`config.mk`:
```
export PLATFORM = sky130hd
export DESIGN_NAME = gravity_pair_accel_accumulator
export DESIGN_NICKNAME = d
export VERILOG_FILES = /design/src/gpa_pkg.sv /design/src/gravity_pair_accel_accumulator.sv /design/src/gpa_front.sv /design/src/gpa_back.sv
export SDC_FILE = /design/constraint.sdc
export NUM_CORES = 2
export LEC_CHECK = 0
export BUFFER_PORTS_ARGS = -buffer_cell sky130_fd_sc_hd__buf_2
export CORE_ASPECT_RATIO = 1.5
export CORE_MARGIN = 3
export CORE_UTILIZATION = 55
export CTS_BUF_LIST = sky130_fd_sc_hd__clkbuf_16
export DETAILED_ROUTE_END_ITERATION = 6
export MAX_ROUTING_LAYER = met4
export PLACE_DENSITY_LB_ADDON = 0.15
export REMOVE_ABC_BUFFERS = 1
export SETUP_SLACK_MARGIN = 0.4
export SLEW_MARGIN = 20
export SYNTH_ARGS = -nofsm -noshare
export SYNTH_HDL_FRONTEND = slang
export SYNTH_SLANG_ARGS = --single-unit
```
`constraint.sdc`:
```
create_clock -name clock -period 59.5 [get_ports clock]
set_input_delay 0 -clock clock [delete_from_list [all_inputs] [get_ports clock]]
set_output_delay 0 -clock clock [all_outputs]
set_load 0.05 [all_outputs]
```
`src/gpa_pkg.sv`:
```
package gpa_pkg;

   // Configuration register indexes.
   localparam logic CSR_GRAV_CONST     = 1'b0;
   localparam logic CSR_SOFT_RADIUS_SQ = 1'b1;

   localparam int unsigned CSR_WIDTH  = 32;
   localparam int unsigned MASS_WIDTH = 32;

   localparam logic [CSR_WIDTH-1:0] GRAV_CONST_RESET     = 32'd65536000;
   localparam logic [CSR_WIDTH-1:0] SOFT_RADIUS_SQ_RESET = 32'd65536;

   // The cutoff is Q16.16 while r squared is Q32.32.
   localparam int unsigned SOFT_SHIFT = 16;

   // Fixed-point layout of the force path.
   localparam int unsigned GDIV_FRAC  = 62;   // unit vector component in Q.62
   localparam int unsigned G_WIDTH    = 63;   // unit component never exceeds 2^62
   localparam int unsigned Q_WIDTH    = 64;   // G times mass
   localparam int unsigned PROD_SHIFT = 38;   // drops q*g back to Q24.24 times r2
   localparam int unsigned PROD_WIDTH = 89;   // bits of q*g above the shift
   localparam int unsigned MUL_WIDTH  = 128;  // accumulator of the shift-add multiplier
   localparam int unsigned MUL_BWIDTH = 64;

   typedef enum logic [3:0] {
      ST_IDLE,
      ST_SQ,
      ST_CMP,
      ST_SQRT,
      ST_QMUL,
      ST_AXIS,
      ST_GDIV,
      ST_PMUL,
      ST_MDIV,
      ST_ACC,
      ST_FIN
   } gpa_state_type;

   typedef struct packed {
      logic active;
      logic last;
   } gpa_flags_type;

endpackage

```
`src/gravity_pair_accel_accumulator.sv`:
```
// Channel   Direction  Handshake                   Moves
// req_*     in         req_valid / req_ready       one target/source pair request
// rsp_*     out        rsp_valid / rsp_ready       summed acceleration of one target
// csr_*     in         csr_we, no wait             grav_const, soft_radius_sq
//
// An absent or self pair goes straight from idle to the finish state in the back end, and a
// pair inside the cutoff only forms r squared and compares it. The time of a contributing
// pair is set by the bit-serial multiplier, square-root and divider that the back end
// steps through; an axis with zero difference skips its divisions.
// Reset is synchronous and clears the queue, the sequencer, the sums and the flag.
// A two-entry queue lets requests arrive while the back end is busy, and a result
// waits in the output register while the next pair is already being worked on.
module gravity_pair_accel_accumulator import gpa_pkg::*; #(
   parameter int unsigned POS_WIDTH = 32,
   parameter int unsigned ACC_WIDTH = 48
) (
   input  logic                        clock,
   input  logic                        reset,
   input  logic                        req_valid,
   output logic                        req_ready,
   input  logic signed [POS_WIDTH-1:0] req_target_x,
   input  logic signed [POS_WIDTH-1:0] req_target_y,
   input  logic signed [POS_WIDTH-1:0] req_target_z,
   input  logic signed [POS_WIDTH-1:0] req_source_x,
   input  logic signed [POS_WIDTH-1:0] req_source_y,
   input  logic signed [POS_WIDTH-1:0] req_source_z,
   input  logic [MASS_WIDTH-1:0]       req_source_mass,
   input  logic                        req_source_present,
   input  logic                        req_is_self,
   input  logic                        req_last_pair,
   output logic                        rsp_valid,
   input  logic                        rsp_ready,
   output logic signed [ACC_WIDTH-1:0] rsp_accel_x,
   output logic signed [ACC_WIDTH-1:0] rsp_accel_y,
   output logic signed [ACC_WIDTH-1:0] rsp_accel_z,
   output logic                        rsp_saturated,
   input  logic                        csr_we,
   input  logic                        csr_index,
   input  logic [CSR_WIDTH-1:0]        csr_wdata
);

   // Configuration registers. The user must see that they are only written while the
   // block is idle, so the back end reads them directly; the block does not enforce it.
   logic [CSR_WIDTH-1:0] grav_const_ff, grav_const_in;
   logic [CSR_WIDTH-1:0] soft_radius_sq_ff, soft_radius_sq_in;

   always_comb begin
      grav_const_in     = grav_const_ff;
      soft_radius_sq_in = soft_radius_sq_ff;
      if (csr_we) begin
         case (csr_index)
            CSR_GRAV_CONST:     grav_const_in     = csr_wdata;
            CSR_SOFT_RADIUS_SQ: soft_radius_sq_in = csr_wdata;
            default: begin
               grav_const_in = grav_const_ff;
            end
         endcase
      end
   end

   always_ff @(posedge clock) begin
      if (reset) begin
         grav_const_ff     <= GRAV_CONST_RESET;
         soft_radius_sq_ff <= SOFT_RADIUS_SQ_RESET;
      end else begin
         grav_const_ff     <= grav_const_in;
         soft_radius_sq_ff <= soft_radius_sq_in;
      end
   end

   // Queue between the front end, which forms the differences and classifies the
   // request, and the back end, which runs the force arithmetic.
   logic               q_valid, q_pop;
   logic [POS_WIDTH:0] q_ad_x, q_ad_y, q_ad_z;
   logic [2:0]         q_neg;
   logic [MASS_WIDTH-1:0] q_mass;
   gpa_flags_type      q_flags;

   gpa_front #(.POS_WIDTH(POS_WIDTH)) u_front (
      .clock              (clock),
      .reset              (reset),
      .req_valid          (req_valid),
      .req_ready          (req_ready),
      .req_target_x       (req_target_x),
      .req_target_y       (req_target_y),
      .req_target_z       (req_target_z),
      .req_source_x       (req_source_x),
      .req_source_y       (req_source_y),
      .req_source_z       (req_source_z),
      .req_source_mass    (req_source_mass),
      .req_source_present (req_source_present),
      .req_is_self        (req_is_self),
      .req_last_pair      (req_last_pair),
      .q_valid            (q_valid),
      .q_pop              (q_pop),
      .q_ad_x             (q_ad_x),
      .q_ad_y             (q_ad_y),
      .q_ad_z             (q_ad_z),
      .q_neg              (q_neg),
      .q_mass             (q_mass),
      .q_flags            (q_flags)
   );

   gpa_back #(.POS_WIDTH(POS_WIDTH), .ACC_WIDTH(ACC_WIDTH)) u_back (
      .clock          (clock),
      .reset          (reset),
      .grav_const     (grav_const_ff),
      .soft_radius_sq (soft_radius_sq_ff),
      .q_valid        (q_valid),
      .q_pop          (q_pop),
      .q_ad_x         (q_ad_x),
      .q_ad_y         (q_ad_y),
      .q_ad_z         (q_ad_z),
      .q_neg          (q_neg),
      .q_mass         (q_mass),
      .q_flags        (q_flags),
      .rsp_valid      (rsp_valid),
      .rsp_ready      (rsp_ready),
      .rsp_accel_x    (rsp_accel_x),
      .rsp_accel_y    (rsp_accel_y),
      .rsp_accel_z    (rsp_accel_z),
      .rsp_saturated  (rsp_saturated)
   );

   // The back end only takes a request that the queue actually holds.
   a_pop_needs_entry: assert property (@(posedge clock) disable iff (reset)
      q_pop |-> q_valid)
      else $error("back end popped an empty queue");

   // A full queue must present an entry to the back end.
   a_full_not_empty: assert property (@(posedge clock) disable iff (reset)
      !req_ready |-> q_valid)
      else $error("queue refuses requests while empty");

   // No result survives a reset.
   a_reset_clears_rsp: assert property (@(posedge clock)
      reset |=> !rsp_valid)
      else $error("result valid straight after reset");

endmodule

```
`src/gpa_front.sv`:
```
module gpa_front import gpa_pkg::*; #(
   parameter int unsigned POS_WIDTH = 32
) (
   input  logic                        clock,
   input  logic                        reset,
   input  logic                        req_valid,
   output logic                        req_ready,
   input  logic signed [POS_WIDTH-1:0] req_target_x,
   input  logic signed [POS_WIDTH-1:0] req_target_y,
   input  logic signed [POS_WIDTH-1:0] req_target_z,
   input  logic signed [POS_WIDTH-1:0] req_source_x,
   input  logic signed [POS_WIDTH-1:0] req_source_y,
   input  logic signed [POS_WIDTH-1:0] req_source_z,
   input  logic [MASS_WIDTH-1:0]       req_source_mass,
   input  logic                        req_source_present,
   input  logic                        req_is_self,
   input  logic                        req_last_pair,
   output logic                        q_valid,
   input  logic                        q_pop,
   output logic [POS_WIDTH:0]          q_ad_x,
   output logic [POS_WIDTH:0]          q_ad_y,
   output logic [POS_WIDTH:0]          q_ad_z,
   output logic [2:0]                  q_neg,
   output logic [MASS_WIDTH-1:0]       q_mass,
   output gpa_flags_type               q_flags
);

   localparam int unsigned AD_W  = POS_WIDTH + 1;
   localparam int unsigned ENT_W = 2 + MASS_WIDTH + 3 + 3 * AD_W;

   logic signed [AD_W-1:0] d_x, d_y, d_z;
   logic [AD_W-1:0]        ad_x, ad_y, ad_z;
   gpa_flags_type          flags;
   logic                   push;

   logic [ENT_W-1:0] ent_ff [2];
   logic             wr_ptr_ff, wr_ptr_in;
   logic             rd_ptr_ff, rd_ptr_in;
   logic [1:0]       count_ff, count_in;

   // Differences are one bit wider than the positions, so they are exact.
   assign d_x = AD_W'(req_target_x) - AD_W'(req_source_x);
   assign d_y = AD_W'(req_target_y) - AD_W'(req_source_y);
   assign d_z = AD_W'(req_target_z) - AD_W'(req_source_z);

   assign ad_x = d_x[AD_W-1] ? AD_W'(-d_x) : AD_W'(d_x);
   assign ad_y = d_y[AD_W-1] ? AD_W'(-d_y) : AD_W'(d_y);
   assign ad_z = d_z[AD_W-1] ? AD_W'(-d_z) : AD_W'(d_z);

   assign flags.active = req_source_present & ~req_is_self;
   assign flags.last   = req_last_pair;

   assign req_ready = (count_ff != 2'd2);
   assign push      = req_valid & req_ready;
   assign q_valid   = (count_ff != 2'd0);

   assign {q_flags, q_mass, q_neg, q_ad_z, q_ad_y, q_ad_x} = ent_ff[rd_ptr_ff];

   always_comb begin
      wr_ptr_in = wr_ptr_ff ^ push;
      rd_ptr_in = rd_ptr_ff ^ q_pop;
      count_in  = count_ff + {1'b0, push} - {1'b0, q_pop};
   end

   always_ff @(posedge clock) begin
      if (reset) begin
         wr_ptr_ff <= 1'b0;
         rd_ptr_ff <= 1'b0;
         count_ff  <= 2'd0;
      end else begin
         wr_ptr_ff <= wr_ptr_in;
         rd_ptr_ff <= rd_ptr_in;
         count_ff  <= count_in;
      end
   end

   always_ff @(posedge clock) begin
      if (push) begin
         ent_ff[wr_ptr_ff] <= {flags, req_source_mass,
                               d_z[AD_W-1], d_y[AD_W-1], d_x[AD_W-1],
                               ad_z, ad_y, ad_x};
      end
   end

endmodule

```
`src/gpa_back.sv`:
```
module gpa_back import gpa_pkg::*; #(
   parameter int unsigned POS_WIDTH = 32,
   parameter int unsigned ACC_WIDTH = 48
) (
   input  logic                        clock,
   input  logic                        reset,
   input  logic [CSR_WIDTH-1:0]        grav_const,
   input  logic [CSR_WIDTH-1:0]        soft_radius_sq,
   input  logic                        q_valid,
   output logic                        q_pop,
   input  logic [POS_WIDTH:0]          q_ad_x,
   input  logic [POS_WIDTH:0]          q_ad_y,
   input  logic [POS_WIDTH:0]          q_ad_z,
   input  logic [2:0]                  q_neg,
   input  logic [MASS_WIDTH-1:0]       q_mass,
   input  gpa_flags_type               q_flags,
   output logic                        rsp_valid,
   input  logic                        rsp_ready,
   output logic signed [ACC_WIDTH-1:0] rsp_accel_x,
   output logic signed [ACC_WIDTH-1:0] rsp_accel_y,
   output logic signed [ACC_WIDTH-1:0] rsp_accel_z,
   output logic                        rsp_saturated
);

   localparam int unsigned AD_W  = POS_WIDTH + 1;
   localparam int unsigned R2_W  = 2 * POS_WIDTH + 2;
   localparam int unsigned RM_W  = R2_W + 1;
   localparam int unsigned SQ_W  = POS_WIDTH + 4;
   localparam int unsigned GN_W  = AD_W + GDIV_FRAC;
   localparam int unsigned DN_W  = (GN_W > PROD_WIDTH) ? GN_W : PROD_WIDTH;
   localparam int unsigned CNT_W = $clog2(DN_W + 1);
   localparam logic signed [ACC_WIDTH-1:0] MAXV = {1'b0, {(ACC_WIDTH-1){1'b1}}};
   localparam logic signed [ACC_WIDTH-1:0] MINV = {1'b1, {(ACC_WIDTH-1){1'b0}}};

   gpa_state_type state_ff, state_in;
   logic [CNT_W-1:0] cnt_ff, cnt_in;
   logic [1:0]       axis_ff, axis_in;
   logic [AD_W-1:0]  ad_ff [3];
   logic [AD_W-1:0]  ad_in [3];
   logic [2:0]       neg_ff, neg_in;
   logic [MASS_WIDTH-1:0] mass_ff, mass_in;
   logic             last_ff, last_in;

   logic [MUL_WIDTH-1:0]  mul_a_ff, mul_a_in, acc_ff, acc_in;
   logic [MUL_BWIDTH-1:0] mul_b_ff, mul_b_in;
   logic [R2_W-1:0]  r2_ff, r2_in, sqs_ff, sqs_in, den_ff, den_in;
   logic [AD_W-1:0]  root_ff, root_in;
   logic [SQ_W-1:0]  sqr_ff, sqr_in;
   logic [Q_WIDTH-1:0] q_ff, q_in;
   logic [DN_W-1:0]  num_ff, num_in, quo_ff, quo_in;
   logic [RM_W-1:0]  rem_ff, rem_in;

   logic signed [ACC_WIDTH-1:0] sum_ff [3];
   logic signed [ACC_WIDTH-1:0] sum_in [3];
   logic clip_ff, clip_in;

   logic rsp_valid_ff, rsp_valid_in, rsp_sat_ff, rsp_sat_in;
   logic signed [ACC_WIDTH-1:0] rsp_x_ff, rsp_x_in, rsp_y_ff, rsp_y_in, rsp_z_ff, rsp_z_in;

   // Step results of the shared units.
   logic [MUL_WIDTH-1:0]  mul_acc_nx;
   logic [SQ_W-1:0]       sq_cur, sq_trial;
   logic                  sq_ge;
   logic [RM_W-1:0]       dv_cur;
   logic                  dv_ge;
   logic [MUL_WIDTH-1:0]  thr;
   logic [1:0]            axis_nx;
   logic [PROD_WIDTH-1:0] mag;
   logic                  mag_big;
   logic signed [ACC_WIDTH-1:0] term, sum_old;
   logic signed [ACC_WIDTH:0]   sum_ext;
   logic                        sum_ov;
   logic signed [ACC_WIDTH-1:0] sum_new;

   assign mul_acc_nx = acc_ff + (mul_b_ff[0] ? mul_a_ff : '0);

   assign sq_cur   = {sqr_ff[SQ_W-3:0], sqs_ff[R2_W-1 -: 2]};
   assign sq_trial = SQ_W'({root_ff, 2'b01});
   assign sq_ge    = (sq_cur >= sq_trial);

   assign dv_cur = {rem_ff[RM_W-2:0], num_ff[DN_W-1]};
   assign dv_ge  = (dv_cur >= RM_W'(den_ff));

   assign thr     = MUL_WIDTH'({soft_radius_sq, {SOFT_SHIFT{1'b0}}});
   assign axis_nx = axis_ff + 2'd1;

   // Clip the magnitude, apply the sign opposite to the difference, then add with saturation.
   assign mag     = quo_ff[PROD_WIDTH-1:0];
   assign mag_big = |mag[PROD_WIDTH-1:ACC_WIDTH-1];
   assign sum_old = sum_ff[axis_ff];
   always_comb begin
      if (neg_ff[axis_ff]) begin
         term = mag_big ? MAXV : ACC_WIDTH'(mag);
      end else begin
         term = mag_big ? MINV : -ACC_WIDTH'(mag);
      end
   end
   assign sum_ext = {sum_old[ACC_WIDTH-1], sum_old} + {term[ACC_WIDTH-1], term};
   assign sum_ov  = (sum_ext[ACC_WIDTH] != sum_ext[ACC_WIDTH-1]);
   assign sum_new = sum_ov ? (sum_ext[ACC_WIDTH] ? MINV : MAXV) : sum_ext[ACC_WIDTH-1:0];

   always_comb begin
      state_in = state_ff;
      cnt_in   = cnt_ff - CNT_W'(1);
      axis_in  = axis_ff;
      ad_in    = ad_ff;
      neg_in   = neg_ff;
      mass_in  = mass_ff;
      last_in  = last_ff;
      mul_a_in = mul_a_ff;
      mul_b_in = mul_b_ff;
      acc_in   = acc_ff;
      r2_in    = r2_ff;
      sqs_in   = sqs_ff;
      sqr_in   = sqr_ff;
      root_in  = root_ff;
      q_in     = q_ff;
      num_in   = num_ff;
      rem_in   = rem_ff;
      quo_in   = quo_ff;
      den_in   = den_ff;
      sum_in   = sum_ff;
      clip_in  = clip_ff;
      q_pop    = 1'b0;
      rsp_valid_in = rsp_valid_ff & ~rsp_ready;
      rsp_x_in   = rsp_x_ff;
      rsp_y_in   = rsp_y_ff;
      rsp_z_in   = rsp_z_ff;
      rsp_sat_in = rsp_sat_ff;

      case (state_ff)
         ST_IDLE: begin
            if (q_valid) begin
               q_pop   = 1'b1;
               ad_in[0] = q_ad_x;
               ad_in[1] = q_ad_y;
               ad_in[2] = q_ad_z;
               neg_in  = q_neg;
               mass_in = q_mass;
               last_in = q_flags.last;
               if (q_flags.active) begin
                  state_in = ST_SQ;
                  axis_in  = 2'd0;
                  cnt_in   = CNT_W'(AD_W);
                  mul_a_in = MUL_WIDTH'(q_ad_x);
                  mul_b_in = MUL_BWIDTH'(q_ad_x);
                  acc_in   = '0;
               end else begin
                  state_in = ST_FIN;
               end
            end
         end
         ST_SQ: begin
            // The three squares accumulate into one sum.
            acc_in   = mul_acc_nx;
            mul_a_in = mul_a_ff << 1;
            mul_b_in = mul_b_ff >> 1;
            if (cnt_ff == CNT_W'(1)) begin
               if (axis_ff == 2'd2) begin
                  state_in = ST_CMP;
               end else begin
                  axis_in  = axis_nx;
                  cnt_in   = CNT_W'(AD_W);
                  mul_a_in = MUL_WIDTH'(ad_ff[axis_nx]);
                  mul_b_in = MUL_BWIDTH'(ad_ff[axis_nx]);
               end
            end
         end
         ST_CMP: begin
            r2_in = acc_ff[R2_W-1:0];
            if (acc_ff > thr) begin
               state_in = ST_SQRT;
               sqs_in   = acc_ff[R2_W-1:0];
               sqr_in   = '0;
               root_in  = '0;
               cnt_in   = CNT_W'(AD_W);
            end else begin
               state_in = ST_FIN;
            end
         end
         ST_SQRT: begin
            sqs_in  = sqs_ff << 2;
            sqr_in  = sq_ge ? (sq_cur - sq_trial) : sq_cur;
            root_in = {root_ff[AD_W-2:0], sq_ge};
            if (cnt_ff == CNT_W'(1)) begin
               state_in = ST_QMUL;
               mul_a_in = MUL_WIDTH'(grav_const);
               mul_b_in = MUL_BWIDTH'(mass_ff);
               acc_in   = '0;
               cnt_in   = CNT_W'(MASS_WIDTH);
            end
         end
         ST_QMUL: begin
            acc_in   = mul_acc_nx;
            mul_a_in = mul_a_ff << 1;
            mul_b_in = mul_b_ff >> 1;
            if (cnt_ff == CNT_W'(1)) begin
               q_in     = mul_acc_nx[Q_WIDTH-1:0];
               state_in = ST_AXIS;
               axis_in  = 2'd0;
            end
         end
         ST_AXIS: begin
            if (ad_ff[axis_ff] == '0) begin
               // No difference on this axis, so no term.
               if (axis_ff == 2'd2) begin
                  state_in = ST_FIN;
               end else begin
                  axis_in = axis_nx;
               end
            end else begin
               state_in = ST_GDIV;
               num_in   = DN_W'(ad_ff[axis_ff]) << (DN_W - AD_W);
               den_in   = R2_W'(root_ff);
               rem_in   = '0;
               quo_in   = '0;
               cnt_in   = CNT_W'(GN_W);
            end
         end
         ST_GDIV, ST_MDIV: begin
            num_in = num_ff << 1;
            rem_in = dv_ge ? (dv_cur - RM_W'(den_ff)) : dv_cur;
            quo_in = {quo_ff[DN_W-2:0], dv_ge};
            if (cnt_ff == CNT_W'(1)) begin
               if (state_ff == ST_GDIV) begin
                  state_in = ST_PMUL;
                  mul_a_in = MUL_WIDTH'(q_ff);
                  mul_b_in = MUL_BWIDTH'(quo_in[G_WIDTH-1:0]);
                  acc_in   = '0;
                  cnt_in   = CNT_W'(G_WIDTH);
               end else begin
                  state_in = ST_ACC;
               end
            end
         end
         ST_PMUL: begin
            acc_in   = mul_acc_nx;
            mul_a_in = mul_a_ff << 1;
            mul_b_in = mul_b_ff >> 1;
            if (cnt_ff == CNT_W'(1)) begin
               state_in = ST_MDIV;
               num_in   = DN_W'(mul_acc_nx[PROD_SHIFT+PROD_WIDTH-1:PROD_SHIFT])
                          << (DN_W - PROD_WIDTH);
               den_in   = r2_ff;
               rem_in   = '0;
               quo_in   = '0;
               cnt_in   = CNT_W'(PROD_WIDTH);
            end
         end
         ST_ACC: begin
            sum_in[axis_ff] = sum_new;
            clip_in = clip_ff | mag_big | sum_ov;
            if (axis_ff == 2'd2) begin
               state_in = ST_FIN;
            end else begin
               axis_in  = axis_nx;
               state_in = ST_AXIS;
            end
         end
         ST_FIN: begin
            if (!last_ff) begin
               state_in = ST_IDLE;
            end else if (!rsp_valid_ff || rsp_ready) begin
               rsp_valid_in = 1'b1;
               rsp_x_in     = sum_ff[0];
               rsp_y_in     = sum_ff[1];
               rsp_z_in     = sum_ff[2];
               rsp_sat_in   = clip_ff;
               sum_in[0]    = '0;
               sum_in[1]    = '0;
               sum_in[2]    = '0;
               clip_in      = 1'b0;
               state_in     = ST_IDLE;
            end
         end
         default: begin
            state_in = ST_IDLE;
         end
      endcase
   end

   always_ff @(posedge clock) begin
      if (reset) begin
         state_ff     <= ST_IDLE;
         rsp_valid_ff <= 1'b0;
         sum_ff[0]    <= '0;
         sum_ff[1]    <= '0;
         sum_ff[2]    <= '0;
         clip_ff      <= 1'b0;
      end else begin
         state_ff     <= state_in;
         rsp_valid_ff <= rsp_valid_in;
         sum_ff       <= sum_in;
         clip_ff      <= clip_in;
      end
   end

   always_ff @(posedge clock) begin
      cnt_ff   <= cnt_in;
      axis_ff  <= axis_in;
      ad_ff    <= ad_in;
      neg_ff   <= neg_in;
      mass_ff  <= mass_in;
      last_ff  <= last_in;
      mul_a_ff <= mul_a_in;
      mul_b_ff <= mul_b_in;
      acc_ff   <= acc_in;
      r2_ff    <= r2_in;
      sqs_ff   <= sqs_in;
      sqr_ff   <= sqr_in;
      root_ff  <= root_in;
      q_ff     <= q_in;
      num_ff   <= num_in;
      rem_ff   <= rem_in;
      quo_ff   <= quo_in;
      den_ff   <= den_in;
      rsp_x_ff   <= rsp_x_in;
      rsp_y_ff   <= rsp_y_in;
      rsp_z_ff   <= rsp_z_in;
      rsp_sat_ff <= rsp_sat_in;
   end

   assign rsp_valid     = rsp_valid_ff;
   assign rsp_accel_x   = rsp_x_ff;
   assign rsp_accel_y   = rsp_y_ff;
   assign rsp_accel_z   = rsp_z_ff;
   assign rsp_saturated = rsp_sat_ff;

endmodule

```
==> impl_metrics.tcl <==
set metrics [dict create \
    outcome "finished clean" \
    yosys-top-cells-area "edfxtp_1 (48%), ha_1 (5.8%), dfxtp_1 (5.0%), nand2_1 (4.2%), a21oi_1 (3.6%)" \
    crit_path_start "u_back.axis_ff[1]" \
    synth-compound-area-share_pct 15.2 \
    grt_pass1_vias 69200 \
    drive_gt1_share_pct 10.6 \
    htreeDepth 4 \
    gp_congestion 0.984 \
    final.setup_skew_ns 0.0277 \
    syn_to_final_growth_pct 13.4 \
    synthFlopType "edfxtp_1" \
    final_core_utilization_pct 62.8 \
    path_class "reg -> reg" \
    syn_inst 8699 \
    grt_pass1_wl_um 412000 \
    cts.repair.resized 0 \
    synth-edff-count 1446 \
    path_max_fanout 82 \
    power_density_nw_per_um2 52.3 \
    post-route-min-period_ns 8.37 \
    hpwl_um 200000 \
    synth_top_family_by_area "compound AO/OA/AOI/OAI gates" \
    reg2reg_from "u_back.axis_ff[1]" \
    power_mw 5.38 \
    cts.sinks 1671 \
    rows 182 \
    critPathMaxStageDelay_ns 0.87 \
    slowest_stage "buf_4" \
    chipHeight_um 504 \
    cp.arrival_ns 9.06 \
    clk_latency_ns 0.81 \
    yosysMostFrequentCell "edfxtp_1" \
    nets 9865 \
    cp_common_cell "buf_4" \
    tightest_slew_ns 1.18 \
    io_buffers 411 \
    dr.pass1.iters 6 \
    reg2reg_slack_ns 51.13 \
    wirelength_um 274000 \
    slew_headroom_pct 20.5 \
    synthAdderAreaFrac_pct 5.93 \
    finalNonFillerCells 11400 \
    ios 412 \
    hp-class "in -> reg" \
    cts_buffers 159 \
    yosysSeqAreaShare_pct 52.8 \
    post_cts_buffers 0 \
    cp_cell_sequence "buf_4 > buf_4 > nor2b_4 > buf_4 > a21o_1 > buf_4 > nand2_1 > o21ai_0 > ha_1 > or4_1 > a211oi_1 > o32ai_1 > o21ai_1 > a21oi_1 > a31oi_1 > nor2_1 > o211ai_1 > or2_2 > nand2_1 > a41o_1 > a22o_1" \
    overflow 0 \
    cts_root_buf "clkbuf_16" \
    dr_total_vias 69300 \
    cts.path.max_buffers 3 \
    dp.cells 10900 \
    muxShareOfSynthArea_pct 3.33 \
    die_w_um 338 \
    fin_crit_sh_pct 14.1 \
    clk_pin_slew_ns 0.07 \
    async_reset_ff_share_pct 0 \
    ir_worst_vdd_uv 35.6 \
    dr.first_iter.drc_count 5118 \
    cap_violations 0 \
    yosys.cell_types.count 92 \
    grt_max_degree 148 \
    synth_top_cells_by_count "edfxtp_1 (1446), nand2_1 (1015), nor2_1 (720), a21oi_1 (651), o21ai_0 (501)" \
    synthXorXnorAreaFrac_pct 4.39 \
    syn_area_per_cell_um2 10.4 \
    synth-simple-area-share_pct 14.9 \
    reg2regPathDepth 21 \
    fmaxAchievable_ghz 0.120 \
    coreArea_um2 164000 \
    endpoint "u_back.sum_ff[46]" \
    slew_violations 0 \
    critPathCaptureType "register" \
    post_drt_wl_per_cell_um 24.0 \
    ys_warn_count 0 \
    required_ns 60.20 \
    antenna_found_initial 17 \
    die_area_um2 170000 \
    fin_tns_setup_ns 0 \
    drcViolationCount 0 \
    vias_per_cell 6.06 \
    grt_usage_pct 32.7 \
    critPathLaunchType "register" \
    postRouteAntennaNets 0 \
    r2r_end "u_back.sum_ff[46]" \
    synth_top_area_share_pct 47.8 \
    rsz0062_at_grt "false" \
    cts_tree "yes" \
    initial_core_util_pct 55.4 \
    p_leak_nw 40.6 \
    postCtsHoldBufs 276 \
    finalSetupViolCount 0 \
    synth_area_um2 90800 \
    finalHoldViolations 0 \
    ys_seq_elements 1671 \
    yosysTopAreaCell "edfxtp_1" \
]
==> per-layer routing <==
| layer | part of all wire, % | track usage, % | vias to the layer above |
|---|---|---|---|
| met1 | 38 | 37.5 | 33800 |
| met5 | 0 | - | - |
| met3 | 5.0 | 3.32 | 576 |
| met4 | 5.7 | 16.6 | 0 |
| met2 | 51 | 56.9 | 2289 |
| li1 | - | - | 32600 |
==> metrics by stage <==
step                worst slack [ns]  hold slack [ns]  instance area, µm²
floorplan                      24.26           0.0667               89000
global placement               51.20            0.190               94600
detailed placement             51.12            0.191               94600
CTS                            51.09        0.0000226              103000
global route                   50.61           0.0300              103000
finish                         51.13           0.0547              103000
==> registers in the layout, summed over array words and instances (netlist names), 63 cells and up <==
register / flops
u_back.acc_ff: 128
u_back.mul_a_ff: 128
u_back.r2_ff: 66
u_back.num_ff: 89
u_back.rem_ff: 66
u_back.q_ff: 64
u_back.mul_b_ff: 63
u_back.den_ff: 66
u_back.sqs_ff: 66
u_back.quo_ff: 89
u_front.ent_ff: 272
u_back.sum_ff: 144
u_back.ad_ff: 99
==> cell usage in the layout, fill, tap and decap left out, types with 27 or more instances in the layout <==
master	Yosys	routed
xnor2_1	288	288
o21bai_1	66	66
buf_4	1	78
a22oi_1	85	85
clkbuf_16	0	166
and2_1	400	400
mux2i_1	140	140
a21oi_1	651	650
xor2_1	167	167
nor2_1	720	717
a31oi_1	62	61
dlygate4sd3_1	0	276
ha_1	420	417
inv_1	376	399
nor2b_1	64	61
clkinv_1	0	27
nand3_1	93	93
o21ai_0	501	499
dfxtp_1	225	224
and3_1	34	33
a221oi_1	35	35
a22o_1	80	80
or2_2	30	29
a21o_1	252	252
nand4_1	155	155
a211oi_1	82	82
or3_1	30	30
mux2_2	144	144
o21a_1	58	58
buf_2	5	410
nor4_1	65	64
nor3_1	103	102
o221ai_1	35	35
nand2b_1	51	50
nand2_1	1015	1015
edfxtp_1	1446	1446
==> layout make-up <==
class,count,area [µm²]
clock buffers,166,4150
inverters,377,1420
multi-input cells,6195,39900
clock inverters,133,1350
repair buffers,770,5510
fillers,13400,61000
flip-flops and latches,1671,47900
diodes,18,45.0
well taps,2116,2650
==> critical path: cells and delay by family, from the launching register on <==
| family | cells | cell delay, ns |
|---|---|---|
| compound gates | 10 | 3.19 |
| fa+ha+maj | 1 | 0.28 |
| buf+inv | 4 | 2.09 |
| flops | 1 | 0.33 |
| simple gates | 6 | 2.29 |
==> how the worst min path moves through the flow <==
stage          slack, ns                 from                      to  depth (start not counted)
2_1_floorplan       0.07                reset       u_front.wr_ptr_ff                          1
3_3_place_gp        0.19  req_source_mass[10]  u_front.ent_ff[0][112]                          1
3_5_place_dp        0.19   req_source_mass[5]  u_front.ent_ff[1][107]                          1
4_1_cts          0.00002     req_source_y[15]   u_front.ent_ff[0][48]                          5
5_1_grt             0.03  req_source_mass[31]  u_front.ent_ff[0][133]                          2
6_report            0.05  req_source_mass[31]  u_front.ent_ff[0][133]                          2
==> where the power goes <==
part           internal [mW]  switching, mW
sequential              1.77          0.188
clock                  0.611          0.464
combinational          0.780           1.57
total                   3.16           2.22
==> cells by family after synthesis <==
kind of cell	Yosys count
AND/OR/NAND/NOR	2855
AO/OA/AOI/OAI	2174
flip-flops	1671
buffers and inverters	833
XOR/XNOR	455
adder cells (fa/ha/maj)	427
multiplexers	284
Power figures use the tool's default switching activity.
